File: src/rtl/bltrk_pkg.sv
// ----------------------------------------------------------------------------
// bltrk_pkg
// Shared widths, codes and control-word types for the battery level and
// charge tracker.
// ----------------------------------------------------------------------------
package bltrk_pkg;

  localparam int MV_W     = 13;  // millivolt fields
  localparam int PCT_W    = 7;   // percent fields
  localparam int NUM_W    = 20;  // (sample - empty) * 100
  localparam int SUM_W    = 17;  // signed trend sum
  localparam int CNT_W    = 3;   // pair count, ring pointers
  localparam int STEP_W   = 3;   // microprogram step counter
  localparam int ADDR_W   = 5;
  localparam int DATA_W   = 32;

  localparam int HIST_DEPTH = 5;
  localparam int PAIRS      = HIST_DEPTH - 1;

  localparam logic [PCT_W-1:0] LEVEL_FULL = PCT_W'(100);

  // register indexes on the configuration port
  localparam logic [2:0] REG_FULL      = 3'd0;
  localparam logic [2:0] REG_EMPTY     = 3'd1;
  localparam logic [2:0] REG_STEP      = 3'd2;
  localparam logic [2:0] REG_HIGH      = 3'd3;
  localparam logic [2:0] REG_MID       = 3'd4;
  localparam logic [2:0] REG_DISC      = 3'd5;
  localparam logic [2:0] REG_FULL_HOLD = 3'd6;

  // microprogram entry points
  localparam logic [STEP_W-1:0] ST_LVL_CHK = 3'd0;
  localparam logic [STEP_W-1:0] ST_DIV     = 3'd2;
  localparam logic [STEP_W-1:0] ST_HIST    = 3'd4;
  localparam logic [STEP_W-1:0] ST_WALK    = 3'd5;
  localparam logic [STEP_W-1:0] ST_DECIDE  = 3'd6;

  typedef enum logic [2:0] {
    OP_LVL_CHK,
    OP_DIV_INIT,
    OP_DIV_STEP,
    OP_HYST,
    OP_HIST_WR,
    OP_WALK,
    OP_DECIDE,
    OP_EMIT
  } op_e;

  typedef enum logic [2:0] {
    C_NEXT,
    C_CLAMP,
    C_DIV_MORE,
    C_FEW,
    C_WALK_MORE
  } cond_e;

  typedef struct packed {
    op_e               op;
    cond_e             cond;
    logic [STEP_W-1:0] target;
  } ctrl_t;

  typedef struct packed {
    logic [MV_W-1:0]  full_mv;
    logic [MV_W-1:0]  empty_mv;
    logic [PCT_W-1:0] level_step;
    logic [MV_W-1:0]  high_mv;
    logic [MV_W-1:0]  mid_mv;
    logic [MV_W-1:0]  disconnect_mv;
    logic [MV_W-1:0]  full_hold_mv;
  } cfg_t;

  typedef struct packed {
    logic clamp;
    logic div_more;
    logic few;
    logic walk_more;
  } stat_t;

  typedef struct packed {
    logic [PCT_W-1:0] level_pct;
    logic             charging;
    logic             level_changed;
    logic             charging_changed;
  } result_t;

endpackage

File: src/rtl/bltrk_ucode.sv
// ----------------------------------------------------------------------------
// bltrk_ucode
// Control store: one control word per microprogram step.
// ----------------------------------------------------------------------------
module bltrk_ucode (
  input  logic [bltrk_pkg::STEP_W-1:0] step_i,
  output bltrk_pkg::ctrl_t             ctrl_o
);
  import bltrk_pkg::*;

  always_comb begin
    case (step_i)
      3'd0:    ctrl_o = '{op: OP_LVL_CHK,  cond: C_CLAMP,     target: ST_HIST};
      3'd1:    ctrl_o = '{op: OP_DIV_INIT, cond: C_NEXT,      target: ST_LVL_CHK};
      3'd2:    ctrl_o = '{op: OP_DIV_STEP, cond: C_DIV_MORE,  target: ST_DIV};
      3'd3:    ctrl_o = '{op: OP_HYST,     cond: C_NEXT,      target: ST_LVL_CHK};
      3'd4:    ctrl_o = '{op: OP_HIST_WR,  cond: C_FEW,       target: ST_DECIDE};
      3'd5:    ctrl_o = '{op: OP_WALK,     cond: C_WALK_MORE, target: ST_WALK};
      3'd6:    ctrl_o = '{op: OP_DECIDE,   cond: C_NEXT,      target: ST_LVL_CHK};
      default: ctrl_o = '{op: OP_EMIT,     cond: C_NEXT,      target: ST_LVL_CHK};
    endcase
  end

endmodule

File: src/rtl/bltrk_dp.sv
// ----------------------------------------------------------------------------
// bltrk_dp
// Datapath: level interpolation with a bit-serial divider, hysteresis,
// history ring walk and charging decision, steered by the control word.
// ----------------------------------------------------------------------------
module bltrk_dp (
  input  logic                       clk_i,
  input  logic                       rst_ni,
  input  bltrk_pkg::cfg_t            cfg_i,
  input  logic                       load_i,
  input  logic [bltrk_pkg::MV_W-1:0] sample_i,
  input  logic                       exec_i,
  input  bltrk_pkg::ctrl_t           ctrl_i,
  output bltrk_pkg::stat_t           stat_o,
  output bltrk_pkg::result_t         result_o
);
  import bltrk_pkg::*;

  // persistent state
  logic [PCT_W-1:0] held_q, held_d;
  logic             first_q, first_d;
  logic [MV_W-1:0]  hist_q [HIST_DEPTH];
  logic [CNT_W-1:0] ring_q, ring_d;
  logic [CNT_W-1:0] seen_q, seen_d;
  logic [PCT_W-1:0] last_lvl_q, last_lvl_d;
  logic             last_chg_q, last_chg_d;
  logic             hist_we;

  // working registers
  logic [MV_W-1:0]         sample_q, sample_d;
  logic [NUM_W-1:0]        rem_q, rem_d;
  logic [MV_W-1:0]         den_q, den_d;
  logic [PCT_W-1:0]        quo_q, quo_d;
  logic [CNT_W-1:0]        div_cnt_q, div_cnt_d;
  logic [CNT_W-1:0]        wptr_q, wptr_d;
  logic [CNT_W-1:0]        walk_cnt_q, walk_cnt_d;
  logic [MV_W-1:0]         prev_q, prev_d;
  logic signed [SUM_W-1:0] total_q, total_d;
  logic [CNT_W-1:0]        cnt_q, cnt_d;
  logic [PCT_W-1:0]        lvl_q, lvl_d;
  logic                    chg_q, chg_d;

  // combinational helpers
  logic                    at_full, at_empty;
  logic [CNT_W-1:0]        ring_inc, wptr_inc;
  logic [MV_W-1:0]         cur;
  logic [NUM_W-1:0]        trial;
  logic [PCT_W-1:0]        lvl_diff;
  logic signed [SUM_W-1:0] cnt_s, c3, c6, c11, thr1;
  logic                    above_thr, ge_m2, in_band, ovr_high, ovr_hold;

  assign at_full  = sample_q >= cfg_i.full_mv;
  assign at_empty = sample_q <= cfg_i.empty_mv;
  assign ring_inc = (ring_q == CNT_W'(HIST_DEPTH - 1)) ? '0 : ring_q + CNT_W'(1);
  assign wptr_inc = (wptr_q == CNT_W'(HIST_DEPTH - 1)) ? '0 : wptr_q + CNT_W'(1);
  assign cur      = hist_q[wptr_q];
  assign trial    = NUM_W'(den_q) << div_cnt_q;
  assign lvl_diff = (quo_q >= held_q) ? quo_q - held_q : held_q - quo_q;

  // truncating average compared through count multiples
  assign cnt_s     = $signed({{(SUM_W-CNT_W){1'b0}}, cnt_q});
  assign c3        = (cnt_s <<< 1) + cnt_s;
  assign c6        = c3 <<< 1;
  assign c11       = (cnt_s <<< 3) + c3;
  assign thr1      = (sample_q >= cfg_i.high_mv) ? c3 :
                     (sample_q >= cfg_i.mid_mv)  ? c6 : c11;
  assign above_thr = total_q >= thr1;
  assign ge_m2     = total_q > -c3;
  assign in_band   = (total_q > -c6) && (total_q < c6);
  assign ovr_high  = (sample_q >= cfg_i.high_mv) && ge_m2;
  assign ovr_hold  = (sample_q >= cfg_i.full_hold_mv) && in_band;

  assign stat_o.clamp     = at_full || at_empty;
  assign stat_o.div_more  = div_cnt_q != '0;
  assign stat_o.few       = seen_q < CNT_W'(PAIRS - 1);
  assign stat_o.walk_more = walk_cnt_q != CNT_W'(HIST_DEPTH - 1);

  assign result_o.level_pct        = lvl_q;
  assign result_o.charging         = chg_q;
  assign result_o.level_changed    = lvl_q != last_lvl_q;
  assign result_o.charging_changed = chg_q != last_chg_q;

  always_comb begin
    held_d     = held_q;
    first_d    = first_q;
    ring_d     = ring_q;
    seen_d     = seen_q;
    last_lvl_d = last_lvl_q;
    last_chg_d = last_chg_q;
    hist_we    = 1'b0;
    sample_d   = load_i ? sample_i : sample_q;
    rem_d      = rem_q;
    den_d      = den_q;
    quo_d      = quo_q;
    div_cnt_d  = div_cnt_q;
    wptr_d     = wptr_q;
    walk_cnt_d = walk_cnt_q;
    prev_d     = prev_q;
    total_d    = total_q;
    cnt_d      = cnt_q;
    lvl_d      = lvl_q;
    chg_d      = chg_q;
    if (exec_i) begin
      case (ctrl_i.op)
        OP_LVL_CHK: begin
          lvl_d = at_full ? LEVEL_FULL : '0;
        end
        OP_DIV_INIT: begin
          rem_d     = NUM_W'(sample_q - cfg_i.empty_mv) * NUM_W'(LEVEL_FULL);
          den_d     = cfg_i.full_mv - cfg_i.empty_mv;
          quo_d     = '0;
          div_cnt_d = CNT_W'(PCT_W - 1);
        end
        OP_DIV_STEP: begin
          if (rem_q >= trial) begin
            rem_d            = rem_q - trial;
            quo_d[div_cnt_q] = 1'b1;
          end
          div_cnt_d = div_cnt_q - CNT_W'(1);
        end
        OP_HYST: begin
          if (first_q || (lvl_diff >= cfg_i.level_step)) begin
            held_d = quo_q;
            lvl_d  = quo_q;
          end else begin
            lvl_d  = held_q;
          end
          first_d = 1'b0;
        end
        OP_HIST_WR: begin
          hist_we    = 1'b1;
          ring_d     = ring_inc;
          wptr_d     = ring_inc;
          seen_d     = (seen_q < CNT_W'(PAIRS)) ? seen_q + CNT_W'(1) : seen_q;
          walk_cnt_d = '0;
          total_d    = '0;
          cnt_d      = '0;
        end
        OP_WALK: begin
          // pair the previous entry with this one, oldest to newest
          if ((walk_cnt_q != '0) && (prev_q != '0) && (cur != '0)) begin
            total_d = total_q + $signed({{(SUM_W-MV_W){1'b0}}, cur})
                              - $signed({{(SUM_W-MV_W){1'b0}}, prev_q});
            cnt_d   = cnt_q + CNT_W'(1);
          end
          prev_d     = cur;
          wptr_d     = wptr_inc;
          walk_cnt_d = walk_cnt_q + CNT_W'(1);
        end
        OP_DECIDE: begin
          chg_d = (cnt_q != '0) && (sample_q >= cfg_i.disconnect_mv)
                  && (above_thr || ovr_high || ovr_hold);
        end
        OP_EMIT: begin
          last_lvl_d = lvl_q;
          last_chg_d = chg_q;
        end
        default: begin
        end
      endcase
    end
  end

  always_ff @(posedge clk_i or negedge rst_ni) begin
    if (!rst_ni) begin
      held_q     <= '0;
      first_q    <= 1'b1;
      ring_q     <= '0;
      seen_q     <= '0;
      last_lvl_q <= '0;
      last_chg_q <= 1'b0;
      for (int i = 0; i < HIST_DEPTH; i++) begin
        hist_q[i] <= '0;
      end
    end else begin
      held_q     <= held_d;
      first_q    <= first_d;
      ring_q     <= ring_d;
      seen_q     <= seen_d;
      last_lvl_q <= last_lvl_d;
      last_chg_q <= last_chg_d;
      if (hist_we) begin
        hist_q[ring_q] <= sample_q;
      end
    end
  end

  always_ff @(posedge clk_i) begin
    sample_q   <= sample_d;
    rem_q      <= rem_d;
    den_q      <= den_d;
    quo_q      <= quo_d;
    div_cnt_q  <= div_cnt_d;
    wptr_q     <= wptr_d;
    walk_cnt_q <= walk_cnt_d;
    prev_q     <= prev_d;
    total_q    <= total_d;
    cnt_q      <= cnt_d;
    lvl_q      <= lvl_d;
    chg_q      <= chg_d;
  end

endmodule

File: src/rtl/battery_level_and_charge_tracker.sv
// ----------------------------------------------------------------------------
// battery_level_and_charge_tracker
// Battery level and charging trend tracker with APB configuration.
// ----------------------------------------------------------------------------
// Usage:
//   Input channel (in_valid_i / in_stall_o / sample_mv_i) takes one averaged
//   battery voltage in mV per item. A zero sample is taken and dropped: it
//   gives no result and changes no state.
//   Output channel (out_valid_o / out_stall_i) returns one item per nonzero
//   sample: level percent, charging flag and two change flags.
//   A short microprogram runs each sample: a level check; for a level that is
//   not clamped, a 7-step serial divider for interpolation and a hysteresis
//   step; a history write; once the history holds enough samples, a 5-step
//   walk of the history ring; the charging decision and the emit step. No new
//   item is taken while one is worked; the next item can be taken in the cycle
//   after the emit step.
//   While the receiver stalls, the result holds in the output register and
//   the block keeps taking and working an item; its emit step waits until
//   the output register is free.
//   Reset restores the default thresholds, clears history and trend counts
//   and marks the first interpolated level to be taken as is. Registers are
//   to be written over APB only while the block is idle: it is not enforced.
// ----------------------------------------------------------------------------
module battery_level_and_charge_tracker (
  input  logic                               clk_i,
  input  logic                               rst_ni,
  input  logic                               in_valid_i,
  output logic                               in_stall_o,
  input  logic [bltrk_pkg::MV_W-1:0]         sample_mv_i,
  output logic                               out_valid_o,
  input  logic                               out_stall_i,
  output logic [bltrk_pkg::PCT_W-1:0]        level_pct_o,
  output logic                               charging_o,
  output logic                               level_changed_o,
  output logic                               charging_changed_o,
  input  logic                               psel,
  input  logic                               penable,
  input  logic                               pwrite,
  input  logic [bltrk_pkg::ADDR_W-1:0]       paddr,
  input  logic [bltrk_pkg::DATA_W-1:0]       pwdata,
  output logic [bltrk_pkg::DATA_W-1:0]       prdata,
  output logic                               pready
);
  import bltrk_pkg::*;

  cfg_t              cfg_q, cfg_d;
  logic [2:0]        reg_idx;
  logic              cfg_we;

  logic              busy_q, busy_d;
  logic [STEP_W-1:0] step_q, step_d;
  logic              out_valid_q, out_valid_d;
  result_t           out_q;

  ctrl_t             ctrl;
  stat_t             stat;
  result_t           result;
  logic              accept, load, hold, exec, jump, emit;

  // ---------------- configuration port
  assign pready  = 1'b1;
  assign reg_idx = paddr[4:2];
  assign cfg_we  = psel && penable && pwrite;

  always_comb begin
    cfg_d = cfg_q;
    if (cfg_we) begin
      case (reg_idx)
        REG_FULL:      cfg_d.full_mv       = pwdata[MV_W-1:0];
        REG_EMPTY:     cfg_d.empty_mv      = pwdata[MV_W-1:0];
        REG_STEP:      cfg_d.level_step    = pwdata[PCT_W-1:0];
        REG_HIGH:      cfg_d.high_mv       = pwdata[MV_W-1:0];
        REG_MID:       cfg_d.mid_mv        = pwdata[MV_W-1:0];
        REG_DISC:      cfg_d.disconnect_mv = pwdata[MV_W-1:0];
        REG_FULL_HOLD: cfg_d.full_hold_mv  = pwdata[MV_W-1:0];
        default: begin
        end
      endcase
    end
  end

  always_comb begin
    case (reg_idx)
      REG_FULL:      prdata = DATA_W'(cfg_q.full_mv);
      REG_EMPTY:     prdata = DATA_W'(cfg_q.empty_mv);
      REG_STEP:      prdata = DATA_W'(cfg_q.level_step);
      REG_HIGH:      prdata = DATA_W'(cfg_q.high_mv);
      REG_MID:       prdata = DATA_W'(cfg_q.mid_mv);
      REG_DISC:      prdata = DATA_W'(cfg_q.disconnect_mv);
      REG_FULL_HOLD: prdata = DATA_W'(cfg_q.full_hold_mv);
      default:       prdata = '0;
    endcase
  end

  // ---------------- sequencer
  assign in_stall_o = busy_q;
  assign accept     = in_valid_i && !busy_q;
  assign load       = accept && (sample_mv_i != '0);
  assign hold       = (ctrl.op == OP_EMIT) && out_valid_q && out_stall_i;
  assign exec       = busy_q && !hold;
  assign emit       = exec && (ctrl.op == OP_EMIT);

  always_comb begin
    case (ctrl.cond)
      C_CLAMP:     jump = stat.clamp;
      C_DIV_MORE:  jump = stat.div_more;
      C_FEW:       jump = stat.few;
      C_WALK_MORE: jump = stat.walk_more;
      default:     jump = 1'b0;
    endcase
  end

  always_comb begin
    busy_d = busy_q;
    step_d = step_q;
    if (load) begin
      busy_d = 1'b1;
      step_d = ST_LVL_CHK;
    end else if (emit) begin
      busy_d = 1'b0;
    end else if (exec) begin
      step_d = jump ? ctrl.target : step_q + STEP_W'(1);
    end
  end

  // hold the result while the receiver stalls
  always_comb begin
    out_valid_d = out_valid_q;
    if (emit) begin
      out_valid_d = 1'b1;
    end else if (!out_stall_i) begin
      out_valid_d = 1'b0;
    end
  end

  always_ff @(posedge clk_i or negedge rst_ni) begin
    if (!rst_ni) begin
      cfg_q.full_mv       <= MV_W'(4200);
      cfg_q.empty_mv      <= MV_W'(3000);
      cfg_q.level_step    <= PCT_W'(2);
      cfg_q.high_mv       <= MV_W'(4000);
      cfg_q.mid_mv        <= MV_W'(3900);
      cfg_q.disconnect_mv <= MV_W'(2500);
      cfg_q.full_hold_mv  <= MV_W'(4150);
      busy_q              <= 1'b0;
      step_q              <= ST_LVL_CHK;
      out_valid_q         <= 1'b0;
    end else begin
      cfg_q       <= cfg_d;
      busy_q      <= busy_d;
      step_q      <= step_d;
      out_valid_q <= out_valid_d;
    end
  end

  always_ff @(posedge clk_i) begin
    if (emit) begin
      out_q <= result;
    end
  end

  assign out_valid_o        = out_valid_q;
  assign level_pct_o        = out_q.level_pct;
  assign charging_o         = out_q.charging;
  assign level_changed_o    = out_q.level_changed;
  assign charging_changed_o = out_q.charging_changed;

  bltrk_ucode u_ucode (
    .step_i (step_q),
    .ctrl_o (ctrl)
  );

  bltrk_dp u_dp (
    .clk_i    (clk_i),
    .rst_ni   (rst_ni),
    .cfg_i    (cfg_q),
    .load_i   (load),
    .sample_i (sample_mv_i),
    .exec_i   (exec),
    .ctrl_i   (ctrl),
    .stat_o   (stat),
    .result_o (result)
  );

endmodule

File: config.mk
export PLATFORM = sky130hd
export DESIGN_NAME = battery_level_and_charge_tracker
export DESIGN_NICKNAME = d
export VERILOG_FILES = /design/src/rtl/bltrk_pkg.sv /design/src/rtl/bltrk_ucode.sv /design/src/rtl/bltrk_dp.sv /design/src/rtl/battery_level_and_charge_tracker.sv
export SDC_FILE = /design/constraint.sdc
export NUM_CORES = 1
export LEC_CHECK = 0
export BUFFER_PORTS_ARGS = -buffer_cell sky130_fd_sc_hd__buf_2
export CORE_UTILIZATION = 60
export CTS_CLUSTER_SIZE = 10
export DETAILED_ROUTE_END_ITERATION = 10
export HOLD_SLACK_MARGIN = 0.06
export PLACE_DENSITY_LB_ADDON = 0.15
export REMOVE_ABC_BUFFERS = 1
export SKIP_LAST_GASP = 1
export SLEW_MARGIN = 20
export SYNTH_ARGS = -nofsm -noshare
export SYNTH_HDL_FRONTEND = slang
export SYNTH_SLANG_ARGS = --single-unit
export TNS_END_PERCENT = 100
File: constraint.sdc
create_clock -name clk_i -period 6.8 [get_ports clk_i]
set_clock_uncertainty 0.2 [all_clocks]
set_input_delay 1.36 -clock clk_i [delete_from_list [all_inputs] [get_ports clk_i]]
set_output_delay 1.36 -clock clk_i [all_outputs]
set_load 0.03 [all_outputs]
* Yosys cells after proc, flatten, opt, wreduce, memory -nomap -nowiden
Cells that the tools add are included.
** Cells by class
- Bitwise operators :: 3
- Order comparisons :: 20
- $mul :: 1
- Add/subtract/negate cells :: 18
- Reductions and logical operators :: 57
- Muxes and demuxes :: 40
- Eq/ne operators :: 32
- Shift operators :: 1
** Operator list (number)
- $pmux 13 s7 :: 1
- $bwmux 65 :: 1
- $ge 13x13->1 :: 5
- $pmux 9 s7 :: 1
- $mux 17 :: 3
- $pmux 20 s2 :: 1
- $bmux 13 s3 :: 1
- $demux 13 s3 :: 1
- $eq 3x3->1 const B :: 13
- $mux 13 :: 3
- $reduce_bool 13->1 :: 3
- $gt 17x17->1 :: 2
- $neg 17->17 :: 2
- $pmux 17 s2 :: 1
- $reduce_and 2->1 :: 17
- $mux 7 :: 4
- $pmux 7 s2 :: 2
- $eq 3x2->1 const B :: 8
- $pmux 3 s2 :: 4
- $mux 3 :: 7
- $ge 20x20->1 :: 1
- $mul 20x5->18 const B :: 1
- $mux 20 :: 1
- $shl 13x3->20 :: 1
- other kinds (37) :: 88
** Storage, ports and cells
- Output and inout bits :: 45
- Bits of input ports :: 57
- Word-level logic and storage cells :: 209
- Register bits :: 290

* Logic depth before layout (Yosys ltp)
Gate-level depths: netlist of the first run.
- Depth after elaboration :: 10
- Mapped depth :: 23
- Depth with buffers taken out :: 23

* Hierarchy
A second synthesis of the first run with hierarchy kept.
** Unflattened totals
- Cells, all modules :: 2045
- Area, all modules :: 21419.3 µm²
** Modules (own cells, without submodules)
- bltrk_dp :: cells each 1671, area an instance 16539.6 µm², instances 1
- battery_level_and_charge_tracker :: cells each 363, area an instance 4820.9 µm², instances 1
- bltrk_ucode :: cells each 11, area an instance 58.8 µm², instances 1

* Worst setup path before layout of the first run
OpenSTA, ideal clock, no wires.
- Path kind :: flip-flop to flip-flop
- Start :: reg u_dp.div_cnt_q[0]
- End :: reg u_dp.quo_q[0], enable pin
- Required time :: 6139 ps
- Stages on the path, launching flop included :: 15
- Setup time :: 461 ps
- Buffers on the path :: 2
- Path slack :: 1095 ps
- Data arrival time :: 5044 ps
- Cell sequence :: edfxtp_1 clkbuf_1 inv_1 clkbuf_1 and3_1 ha_1 fa_1 nor2b_1 o21a_1 o21ai_0 a211oi_1 nor3_1 a21boi_1 o2111ai_1 a311oi_1
** On the way
- Word-level cells in the longest chain between the ends :: 4
** Ends and longest elaborated chain
- start, declared :: RTL line bltrk_dp.sv:34 : logic [CNT_W-1:0] div_cnt_q, div_cnt_d;
- start signal, assigned :: RTL line bltrk_dp.sv:193 : div_cnt_q <= div_cnt_d;
- $shl 13x3->20 :: RTL line bltrk_dp.sv:57 : assign trial = NUM_W'(den_q) << div_cnt_q;
- $ge 20x20->1 :: RTL line bltrk_dp.sv:115 : if (rem_q >= trial) begin
- $ne 2x1->1 (no source line)
- $reduce_and 3->1 (no source line)
- end signal, assigned :: RTL line bltrk_dp.sv:192 : quo_q <= quo_d;
- end, declared :: RTL line bltrk_dp.sv:33 : logic [PCT_W-1:0] quo_q, quo_d;
Every way passes these cells.
A chain may end at the register's enable or synchronous reset.

* Final worst setup path of the first run
- Start :: reg u_dp.sample_q[0]
- End :: reg u_dp.rem_q[19] (data pin)
** On the way
- Word-level cells in the longest chain between the ends :: 3
** Ends and longest elaborated chain
- start, declared :: RTL line bltrk_dp.sv:30 : logic [MV_W-1:0] sample_q, sample_d;
- start signal, assigned :: RTL line bltrk_dp.sv:189 : sample_q <= sample_d;
- $sub 13x13->14 :: RTL line bltrk_dp.sv:109 : rem_d = NUM_W'(sample_q - cfg_i.empty_mv) * NUM_W'(LEVEL_FULL);
- $mul 20x5->18 :: RTL line bltrk_dp.sv:109
- $pmux 20 s2 :: RTL line bltrk_dp.sv:104 : case (ctrl_i.op)
- end signal, assigned :: RTL line bltrk_dp.sv:190 : rem_q <= rem_d;
- end, declared :: RTL line bltrk_dp.sv:31 : logic [NUM_W-1:0] rem_q, rem_d;
Every way passes these cells.

==> results of run 1 <==
[cell families (layout without fill, tap and decap cells)]
group / Yosys count / count (layout) / synth area share
buf+inv: 331 / 401 / 0.06317
other cells: 2 / 20 / 0.0003541
flops: 290 / 290 / 0.3710
simple gates: 485 / 485 / 0.1097
fa+ha+maj: 291 / 291 / 0.1830
compound gates: 477 / 477 / 0.1409
mux: 165 / 165 / 0.09733
xor+xnor: 84 / 84 / 0.03468
[worst max path at each step]
| stage | startpoint | to | slack, ns | depth (start not counted) |
|---|---|---|---|---|
| 2_1_floorplan | u_dp.div_cnt_q[0]$_SDFFCE_PN0P_ | u_dp.quo_q[0]$_SDFFCE_PN0P_ | 1.13 | 12 |
| 3_3_place_gp | u_dp.sample_q[0]$_DFFE_PP_ | u_dp.rem_q[19]$_DFFE_PP_ | 1.45 | 22 |
| 3_5_place_dp | u_dp.sample_q[0]$_DFFE_PP_ | u_dp.rem_q[19]$_DFFE_PP_ | 1.32 | 22 |
| 4_1_cts | u_dp.sample_q[0]$_DFFE_PP_ | u_dp.rem_q[19]$_DFFE_PP_ | 1.25 | 22 |
| 5_1_grt | u_dp.sample_q[0]$_DFFE_PP_ | u_dp.rem_q[19]$_DFFE_PP_ | 0.86 | 22 |
| 6_report | u_dp.sample_q[0]$_DFFE_PP_ | u_dp.rem_q[19]$_DFFE_PP_ | 1.23 | 22 |
[worst register-to-register path, stage by stage (launching register included)]
cell	delay, ns
edfxtp_1	0.43
inv_1	0.21
ha_1	0.23
fa_1	0.23
nor2b_1	0.06
o21a_1	0.18
o21ai_1	0.23
nand2b_1	0.11
a21o_1	0.19
xnor2_1	0.33
inv_1	0.12
ha_1	0.32
ha_1	0.28
inv_1	0.05
fa_1	0.53
inv_1	0.04
ha_1	0.23
nor4_1	0.40
o31ai_1	0.20
o211ai_1	0.27
o21ai_0	0.16
xnor2_1	0.20
mux2i_1	0.10
[routing by layer]
layer / wire [um] / global-route usage / vias up
met5: 0 / 0 / -
met4: 1556 / 0.09708 / 0
met3: 2544 / 0.03966 / 80
met2: 24050 / 0.4818 / 406
met1: 22840 / 0.3969 / 7805
li1: - / - / 7624
[synth_stat cells (8+ instances only)]
cell / n / area share
mux2i_1: 48 / 0.023
dfrtp_1: 140 / 0.17
a21oi_1: 124 / 0.029
buf_4: 20 / 0.0071
xnor2_1: 56 / 0.023
a211o_1: 8 / 0.0033
a2111oi_0: 8 / 0.0033
or3_1: 16 / 0.0047
a211oi_1: 15 / 0.0053
ha_1: 259 / 0.15
edfxtp_1: 113 / 0.16
nor2b_1: 24 / 0.0071
a21o_1: 56 / 0.020
xor2_1: 28 / 0.012
o21a_1: 16 / 0.0057
and2_1: 8 / 0.0024
inv_1: 246 / 0.044
nand2_1: 166 / 0.029
nand3_1: 18 / 0.0042
and3_1: 14 / 0.0041
nand2b_1: 24 / 0.0071
nand4_1: 22 / 0.0065
a31oi_1: 14 / 0.0041
mux2_2: 94 / 0.050
clkbuf_1: 48 / 0.0085
mux4_2: 17 / 0.018
a22oi_1: 13 / 0.0046
nor4_1: 9 / 0.0027
o21ai_0: 148 / 0.035
nor3_1: 32 / 0.0076
buf_1: 8 / 0.0014
fa_1: 32 / 0.030
nor2_1: 119 / 0.021
o211ai_1: 8 / 0.0028
dfstp_2: 37 / 0.046
[layout by cell type (no fill, tap or decap), types with 8 or more instances in the layout]
| cell | Yosys | layout |
|---|---|---|
| fa_1 | 32 | 32 |
| xnor2_1 | 56 | 56 |
| a211o_1 | 8 | 8 |
| conb_1 | 2 | 20 |
| clkbuf_16 | 0 | 36 |
| o21ai_0 | 148 | 148 |
| nor2_1 | 119 | 119 |
| mux2_2 | 94 | 94 |
| nor2b_1 | 24 | 23 |
| a22oi_1 | 13 | 13 |
| a21o_1 | 56 | 56 |
| nand2b_1 | 24 | 24 |
| a211oi_1 | 15 | 15 |
| nand2_1 | 166 | 166 |
| and2_1 | 8 | 8 |
| nand4_1 | 22 | 22 |
| a21oi_1 | 124 | 124 |
| a31oi_1 | 14 | 14 |
| nand3_1 | 18 | 18 |
| buf_4 | 20 | 32 |
| nor3_1 | 32 | 30 |
| buf_2 | 6 | 59 |
| dfrtp_1 | 140 | 140 |
| nor4_1 | 9 | 9 |
| o211ai_1 | 8 | 8 |
| mux4_2 | 17 | 17 |
| o21a_1 | 16 | 16 |
| dfstp_2 | 37 | 37 |
| edfxtp_1 | 113 | 113 |
| mux2i_1 | 48 | 48 |
| and3_1 | 14 | 14 |
| inv_1 | 246 | 246 |
| ha_1 | 259 | 259 |
| xor2_1 | 28 | 28 |
| or3_1 | 16 | 16 |
| clkbuf_1 | 48 | 17 |
[stage by stage]
step	instance area (um^2)	util	worst slack, ns	instances
finish	23130	0.6680	1.230	2668
global route	23130	0.6680	0.8620	2668
CTS	23120	0.6675	1.253	2668
detailed placement	22010	0.6356	1.317	2606
global placement	22010	0.6356	1.446	2606
floorplan	20870	-	1.126	2059
[flip-flops by register name, indices dropped and copies added, names as in the netlist, 3 cells and up]
name	cells
u_dp.walk_cnt_q	3
u_dp.prev_q	13
u_dp.div_cnt_q	3
u_dp.wptr_q	3
u_dp.lvl_q	7
step_q	3
u_dp.held_q	7
u_dp.ring_q	3
u_dp.total_q	17
u_dp.hist_q	65
u_dp.seen_q	3
u_dp.sample_q	13
level_pct_o	7
u_dp.rem_q	20
u_dp.cnt_q	3
u_dp.den_q	13
cfg_q	85
u_dp.quo_q	7
u_dp.last_lvl_q	7
[area by class of cell]
class / count / area [um^2]
Multi-Input combinational cell: 1522 / 12110
Fill cell: 2655 / 11500
Sequential cell: 290 / 7869
Clock buffer: 57 / 1020
Inverter: 247 / 927.1
Tap cell: 455 / 569.3
Timing Repair Buffer: 92 / 546.8
Clock inverter: 5 / 86.33
==> results.sh, run 1 <==
export IMPL_cts_resized=0
export IMPL_crit_family="adder cells"
export IMPL_worst_path_max_delay_cell="fa_1"
export IMPL_status="completed"
export IMPL_ant_nets=0
export IMPL_timing_hold_ws_ns=0.2762
export IMPL_synth_seq_cells=290
export IMPL_hpwlAfterDp_um=38380
export IMPL_core_um2=34630
export IMPL_hold_path_startpoint="u_dp.hist_q[40]$_DFFE_PN0P_"
export IMPL_port_buffers=60
export IMPL_avgSynthCellArea_um2=9.982
export IMPL_syn_inst=2125
export IMPL_synth_edf_count=113
export IMPL_holdPathEnd="u_dp.hist_q[40]$_DFFE_PN0P_"
export IMPL_r2r_end="u_dp.rem_q[19]$_DFFE_PP_"
export IMPL_critical_path_class="flip-flop to flip-flop"
export IMPL_wl_per_cell_um=19.11
export IMPL_timing_reg2reg_setup_slack_ns=1.23
export IMPL_min_path_cells=1
export IMPL_grt_util_all_layers=0.2923
export IMPL_fmax_ghz=0.1795
export IMPL_firstDrtPassIters=7
export IMPL_cp_max_fo=5
export IMPL_layout_drive_gt1_share=0.1410
export IMPL_vias=15920
export IMPL_max_slew_worst_pin_slew_ns=1.145
export IMPL_fin_crit_sh=0.8191
export IMPL_boundaryPins=102
export IMPL_critPathLaunchType="flip-flop"
export IMPL_rr_worst_depth=22
export IMPL_reg2reg_from="u_dp.sample_q[0]$_DFFE_PP_"
export IMPL_holdCritPathClass="flip-flop to flip-flop"
export IMPL_grt_pass1_vias=16000
export IMPL_arrival_ns=5.64
export IMPL_viasPerCell=5.965
export IMPL_cts_sinks=290
export IMPL_grt_max_degree=103
export IMPL_clk_path_buf_depth=3
export IMPL_start_util=0.6126
export IMPL_cts_hold_buf=0
export IMPL_hold_viol=0
export IMPL_place_gp_congestion=0.9030
export IMPL_yosysWarnings=0
export IMPL_slew_headroom=0.2339
export IMPL_cp_cell_sequence="inv_1 -> ha_1 -> fa_1 -> nor2b_1 -> o21a_1 -> o21ai_1 -> nand2b_1 -> a21o_1 -> xnor2_1 -> inv_1 -> ha_1 -> ha_1 -> inv_1 -> fa_1 -> inv_1 -> ha_1 -> nor4_1 -> o31ai_1 -> o211ai_1 -> o21ai_0 -> xnor2_1 -> mux2i_1"
export IMPL_synthesis_area_um2=21210
export IMPL_die_x_um=190.0
export IMPL_finalCriticalPeriod_ns=5.570
export IMPL_cts_setup_buffers=0
export IMPL_grt_pass1_wl_um=83460
export IMPL_drv_cap=0
export IMPL_required_ns=6.87
export IMPL_route_detailed_drc=0
export IMPL_postRouteWirelength_um=51000
export IMPL_ys_flop_type="dfrtp_1"
export IMPL_die_h_um=190.0
export IMPL_slew_viol_final=0
export IMPL_antenna_found_initial=0
export IMPL_path_buf_inv=4
export IMPL_rsz0062_at_grt="no"
export IMPL_synthArstFlopShare=0.6103
export IMPL_drtIter0Drc=975
export IMPL_diodes=0
export IMPL_clk_pin_slew_worst_paths_ns=0.05
export IMPL_dieArea_um2=36110
export IMPL_tritoncts="built"
export IMPL_clk_latency_ns=0.55
export IMPL_grt_overflow=0
export IMPL_rows=68
export IMPL_setup_viol=0
export IMPL_cp_slowest_stage_delay_ns=0.53
export IMPL_synth_distinct_cells=78
export IMPL_root_buffer="clkbuf_16"
export IMPL_syn2layout_area_growth_pct=9.048
export IMPL_fin_tns_setup_ns=0
export IMPL_ys_seq_area_frac=0.3710
export IMPL_cts_buffers=36
export IMPL_setup_worst_path_end_class="flip-flop"
export IMPL_htreeDepth=2
export IMPL_fin_nets=2537
Power of run 1 is not shown: default switching activity piles up to over one toggle a cycle in this logic, so the estimate is an artifact.
==> run 2, diff against run 1 <==
==> constraint.sdc (replaced) <==
create_clock -name clk_i -period 5.34 [get_ports clk_i]
set_clock_uncertainty 0.2 [all_clocks]
set_input_delay 1.068 -clock clk_i [delete_from_list [all_inputs] [get_ports clk_i]]
set_output_delay 1.068 -clock clk_i [all_outputs]
set_load 0.03 [all_outputs]
==> run 2 against run 1 <==
Effect of this change:
- final cell count grew 0.64%
- critical path depth shrank 1
- setup slack lost 1.1 ns
- via count shrank 0.37%
- global-route usage grew 0.11 points
- clock-buffer cell count grew 1
==> results.sh, run 2 (synthesized netlist as in run 1, its figures left out) <==
export IMPL_status="completed"
export IMPL_syn2layout_area_growth_pct=10.10
export IMPL_dieArea_um2=36110
export IMPL_grt_pass1_vias=15970
export IMPL_hpwlAfterDp_um=39020
export IMPL_start_util=0.6126
export IMPL_port_buffers=60
export IMPL_regMostFlops="cfg_q"
export IMPL_viasPerCell=5.905
export IMPL_postRouteWirelength_um=51330
export IMPL_fin_nets=2553
export IMPL_drv_cap=0
export IMPL_reg_largest_list="cfg_q: 85 flops, u_dp.hist_q: 65 flops, u_dp.rem_q: 20 flops"
export IMPL_crit_family="adder cells"
export IMPL_root_buffer="clkbuf_16"
export IMPL_path_buf_inv=3
export IMPL_largest_reg_flops=85
export IMPL_arrival_ns=5.25
export IMPL_slew_headroom=0.3451
export IMPL_fmax_ghz=0.1933
export IMPL_die_h_um=190.0
export IMPL_grt_util_all_layers=0.2933
export IMPL_fin_crit_sh=0.9690
export IMPL_diodes=0
export IMPL_cp_cell_sequence="inv_1 -> ha_2 -> and3_1 -> o21ai_1 -> nand2_1 -> a21o_1 -> a21o_1 -> xor2_2 -> ha_1 -> ha_1 -> inv_1 -> fa_1 -> inv_1 -> ha_1 -> and2_1 -> o21ai_0 -> o31ai_2 -> o211ai_1 -> o21ai_1 -> xnor2_1 -> mux2i_1"
export IMPL_boundaryPins=102
export IMPL_layout_drive_gt1_share=0.1543
export IMPL_rows=68
export IMPL_cts_hold_buf=0
export IMPL_grt_overflow=0
export IMPL_timing_reg2reg_setup_slack_ns=0.17
export IMPL_finalCriticalPeriod_ns=5.174
export IMPL_hold_viol=0
export IMPL_layout_commonest_cell="ha_1"
export IMPL_setup_worst_path_end_class="flip-flop"
export IMPL_tritoncts="built"
export IMPL_required_ns=5.42
export IMPL_die_x_um=190.0
export IMPL_cts_buffers=36
export IMPL_vias=15860
export IMPL_cp_max_fo=5
export IMPL_setup_viol=0
export IMPL_antenna_found_initial=1
export IMPL_wl_per_cell_um=19.12
export IMPL_critical_path_class="flip-flop to flip-flop"
export IMPL_final_cell_mix="ha_1, inv_1, nand2_1"
export IMPL_cts_sinks=290
export IMPL_htreeDepth=2
export IMPL_cp_slowest_stage_delay_ns=0.53
export IMPL_ant_nets=0
export IMPL_max_slew_worst_pin_slew_ns=0.9824
export IMPL_grt_pass1_wl_um=82690
export IMPL_holdCritPathClass="flip-flop to flip-flop"
export IMPL_slew_viol_final=0
export IMPL_rsz0062_at_grt="yes"
export IMPL_clk_latency_ns=0.56
export IMPL_core_um2=34630
export IMPL_firstDrtPassIters=6
export IMPL_route_detailed_drc=0
export IMPL_clk_pin_slew_worst_paths_ns=0.06
export IMPL_grt_max_degree=103
export IMPL_worst_path_max_delay_cell="dfstp_2"
export IMPL_critPathLaunchType="flip-flop"
export IMPL_clk_path_buf_depth=3
export IMPL_place_gp_congestion=0.9188
export IMPL_timing_hold_ws_ns=0.2833
export IMPL_drtIter0Drc=1064
run 2: what timing repair did:
item                       4_1_cts  5_1_grt
gates cloned                     0        0
resized for setup                3       16
pin swaps                        0        6
buffers inserted                 0        3
setup endpoints to repair        1        5
run 2: per-layer routing:
layer | GRT usage | vias up | wire [um]
li1 | - | 7660 | -
met1 | 0.3887 | 7642 | 22160
met2 | 0.4738 | 446 | 23760
met3 | 0.04667 | 108 | 3266
met4 | 0.1324 | 0 | 2147
met5 | 0 | - | 0
run 2: worst register-to-register path, stage by stage (launching register included):
cell      delay, ns
dfstp_2        0.53
inv_1          0.08
ha_2           0.34
and3_1         0.21
o21ai_1        0.13
nand2_1        0.13
a21o_1         0.20
a21o_1         0.20
xor2_2         0.16
ha_1           0.29
ha_1           0.28
inv_1          0.05
fa_1           0.52
inv_1          0.04
ha_1           0.35
and2_1         0.18
o21ai_0        0.19
o31ai_2        0.12
o211ai_1       0.24
o21ai_1        0.13
xnor2_1        0.19
mux2i_1        0.11
run 2: final timing paths:
kind                                          start                          end  cells after the start
min in group asynchronous                    rst_ni  u_dp.hist_q[36]$_DFFE_PN0P_                      1
setup reg to reg              cfg_q[63]$_DFFE_PN1P_     u_dp.rem_q[19]$_DFFE_PP_                     21
setup / recovery              cfg_q[63]$_DFFE_PN1P_     u_dp.rem_q[19]$_DFFE_PP_                     21
hold / removal             u_dp.first_q$_DFFE_PN1P_     u_dp.first_q$_DFFE_PN1P_                      1
max in group asynchronous                    rst_ni        cfg_q[19]$_DFFE_PN1P_                      2
hold reg to reg            u_dp.first_q$_DFFE_PN1P_     u_dp.first_q$_DFFE_PN1P_                      1
run 2: area by class of cell:
class,count,area [um^2]
Multi-Input combinational cell,1522,12190
Fill cell,2687,11270
Sequential cell,290,7869
Clock buffer,58,1013
Inverter,247,927.1
Timing Repair Buffer,108,666.9
Tap cell,455,569.3
Clock inverter,5,115.1
run 2: through the flow:
stage                     setup WS [ns]    util  instances  instance area (um^2)   TNS, ns
after floorplan                 -0.3344       -       2059                 20870    -9.030
after global placement           0.2173  0.6384       2619                 22110         0
after detailed placement         0.1442  0.6384       2619                 22110         0
after CTS                       0.03147  0.6716       2682                 23250         0
after global routing           -0.02972  0.6744       2685                 23350  -0.02972
final                            0.1656  0.6744       2685                 23350         0
Power of run 2 is left out for the same reason.
==> run 3, diff against run 2 <==
--- a/config.mk
+++ b/config.mk
@@ -6,7 +6,9 @@
 export NUM_CORES = 1
 export LEC_CHECK = 0
 export BUFFER_PORTS_ARGS = -buffer_cell sky130_fd_sc_hd__buf_2
-export CORE_UTILIZATION = 60
+export CELL_PAD_IN_SITES_DETAIL_PLACEMENT = 1
+export CELL_PAD_IN_SITES_GLOBAL_PLACEMENT = 1
+export CORE_UTILIZATION = 50
 export CTS_CLUSTER_SIZE = 10
 export DETAILED_ROUTE_END_ITERATION = 10
 export HOLD_SLACK_MARGIN = 0.06
==> run 3 against run 2 <==
Effect of this change:
- worst hold slack got worse by 0.0033 ns
- final area increased by 1.6%
- maximum frequency hardly changed
- via count up 3.4%
- critical path depth down 1
- die area grew 20%
- core utilization is 11 points lower
- register-to-register slack hardly changed
- non-clock buffer count is 29 higher
- global-route usage is 0.81 points lower
- first-iteration DRC count is 19% lower
- final cell count rose by 4.4%
- critical path type unchanged
- largest cell class unchanged
==> results.sh, run 3 (synthesized netlist as in run 1, its figures left out) <==
export IMPL_rows=75
export IMPL_slew_viol_final=0
export IMPL_postRouteWirelength_um=60510
export IMPL_ant_nets=0
export IMPL_syn2layout_area_growth_pct=11.87
export IMPL_boundaryPins=102
export IMPL_core_um2=41850
export IMPL_setup_viol=0
export IMPL_grt_util_all_layers=0.2853
export IMPL_port_buffers=60
export IMPL_fin_nets=2583
export IMPL_wl_per_cell_um=21.59
export IMPL_rr_worst_depth=20
export IMPL_r2r_end="u_dp.rem_q[19]$_DFFE_PP_"
export IMPL_die_x_um=208.0
export IMPL_layout_commonest_cell="ha_1"
export IMPL_finalCriticalPeriod_ns=5.179
export IMPL_grt_max_degree=76
export IMPL_die_h_um=208.0
export IMPL_critical_path_class="flip-flop to flip-flop"
export IMPL_grt_overflow=0
export IMPL_route_detailed_drc=0
export IMPL_rsz0062_at_grt="yes"
export IMPL_slew_headroom=0.2512
export IMPL_cp_slowest_stage_delay_ns=0.53
export IMPL_final_cell_mix="ha_1, inv_1, nand2_1"
export IMPL_vias=16400
export IMPL_start_util=0.5068
export IMPL_max_slew_worst_pin_slew_ns=1.117
export IMPL_setup_worst_path_end="u_dp.rem_q[19]$_DFFE_PP_"
export IMPL_timing_hold_ws_ns=0.2799
export IMPL_crit_family="adder cells"
export IMPL_timing_reg2reg_setup_slack_ns=0.16
export IMPL_drv_cap=0
export IMPL_required_ns=5.43
export IMPL_clk_pin_slew_worst_paths_ns=0.06
export IMPL_nFillCells=4673
export IMPL_place_gp_congestion=0.8861
export IMPL_firstDrtPassIters=5
export IMPL_cts_sinks=290
export IMPL_viasPerCell=5.854
export IMPL_setup_worst_path_end_class="flip-flop"
export IMPL_grt_pass1_wl_um=96500
export IMPL_cts_hold_buf=0
export IMPL_hpwlAfterDp_um=45970
export IMPL_grt_pass1_vias=17460
export IMPL_clk_latency_ns=0.56
export IMPL_hold_viol=0
export IMPL_cts_buffers=37
export IMPL_htreeDepth=2
export IMPL_dieArea_um2=43250
export IMPL_cp_max_fo=5
export IMPL_worst_path_max_delay_cell="dfstp_2"
export IMPL_root_buffer="clkbuf_16"
export IMPL_drtIter0Drc=863
export IMPL_fin_crit_sh=0.9699
export IMPL_fmax_ghz=0.1931
export IMPL_cp_num_cells=20
export IMPL_status="completed"
export IMPL_path_buf_inv=3
export IMPL_layout_drive_gt1_share=0.1667
export IMPL_tritoncts="built"
export IMPL_critPathLaunchType="flip-flop"
export IMPL_arrival_ns=5.27
export IMPL_holdCritPathClass="flip-flop to flip-flop"
export IMPL_reg_largest_list="cfg_q: 85 flops, u_dp.hist_q: 65 flops, u_dp.rem_q: 20 flops"
export IMPL_cp_startpoint="cfg_q[64]$_DFFE_PN1P_"
export IMPL_cp_cell_sequence="inv_1 -> ha_1 -> o21ai_1 -> nand2b_1 -> a21oi_1 -> a211oi_1 -> a211o_1 -> a21o_1 -> a21oi_2 -> xnor2_1 -> ha_1 -> fa_1 -> inv_1 -> fa_1 -> inv_1 -> ha_1 -> a21oi_1 -> o21ai_2 -> xnor2_2 -> mux2i_1"
export IMPL_reg2reg_from="cfg_q[64]$_DFFE_PN1P_"
export IMPL_antenna_found_initial=3
export IMPL_largest_reg_flops=85
export IMPL_clk_path_buf_depth=3
export IMPL_regMostFlops="cfg_q"
## run 3: changes by cell type in the layout (fill, tap and decap cells not counted), moves of 2 or more
cell	previous run	this run
buf_4	48	77
clkbuf_16	36	38
clkinv_16	2	0
ha_4	0	2
inv_6	0	2
nor2_1	117	119
nor2_2	3	1
o21ai_0	146	144
o21ai_2	4	6
## run 3: area by class of cell
cell class	instances	area [um^2]	area share
Tap cell	539	674.4	0.02842
Inverter	247	927.1	0.03907
Antenna cell	1	2.502	0.0001055
Timing Repair Buffer	137	884.6	0.03728
Multi-Input combinational cell	1522	12220	0.5150
Sequential cell	290	7870	0.3316
Clock buffer	60	1074	0.04524
Clock inverter	6	76.32	0.003216
## run 3: worst min-delay path by stage
stage	startpoint	end	slack, ns	depth (start not counted)
3_5_place_dp	u_dp.hist_q[40]$_DFFE_PN0P_	u_dp.hist_q[40]$_DFFE_PN0P_	0.28	1
3_3_place_gp	u_dp.hist_q[13]$_DFFE_PN0P_	u_dp.hist_q[13]$_DFFE_PN0P_	0.26	2
6_report	u_dp.hist_q[0]$_DFFE_PN0P_	u_dp.hist_q[0]$_DFFE_PN0P_	0.28	2
5_1_grt	u_dp.hist_q[0]$_DFFE_PN0P_	u_dp.hist_q[0]$_DFFE_PN0P_	0.30	2
2_1_floorplan	u_dp.hist_q[14]$_DFFE_PN0P_	u_dp.hist_q[14]$_DFFE_PN0P_	0.24	2
4_1_cts	u_dp.hist_q[0]$_DFFE_PN0P_	u_dp.hist_q[0]$_DFFE_PN0P_	0.28	2
## run 3: through the flow
step | instance area (um^2) | TNS (ns) | utilization | setup slack, ns | instances
after floorplan | 20870 | -9.030 | - | -0.3344 | 2059
after global placement | 22430 | 0 | 0.5359 | 0.01136 | 2732
after detailed placement | 22430 | -0.1171 | 0.5359 | -0.1171 | 2732
after CTS | 23610 | 0 | 0.5642 | 0.02319 | 2799
after global routing | 23730 | -0.08818 | 0.5669 | -0.05017 | 2801
final | 23730 | 0 | 0.5670 | 0.1606 | 2802
## run 3: worst reg2reg max path: stages, from the launching register on
cell,delay (ns)
dfstp_2,0.53
inv_1,0.07
ha_1,0.40
o21ai_1,0.17
nand2b_1,0.08
a21oi_1,0.20
a211oi_1,0.09
a211o_1,0.35
a21o_1,0.21
a21oi_2,0.16
xnor2_1,0.11
ha_1,0.23
fa_1,0.49
inv_1,0.06
fa_1,0.50
inv_1,0.04
ha_1,0.33
a21oi_1,0.21
o21ai_2,0.10
xnor2_2,0.28
mux2i_1,0.12
## run 3: repair_timing
item / 4_1_cts / 5_1_grt
buffers inserted: 1 / 2
resized for setup: 7 / 19
pin swaps: 3 / 6
endpoints found under the setup margin: 1 / 4
## run 3: metal layers
layer / track usage / vias up / routed length, um
met5: 0 / - / 32
met4: 0.1121 / 4 / 2313
met3: 0.04740 / 107 / 2517
met2: 0.4678 / 304 / 28290
met1: 0.3774 / 8258 / 27350
li1: - / 7729 / -
Power of run 3 is left out for the same reason.
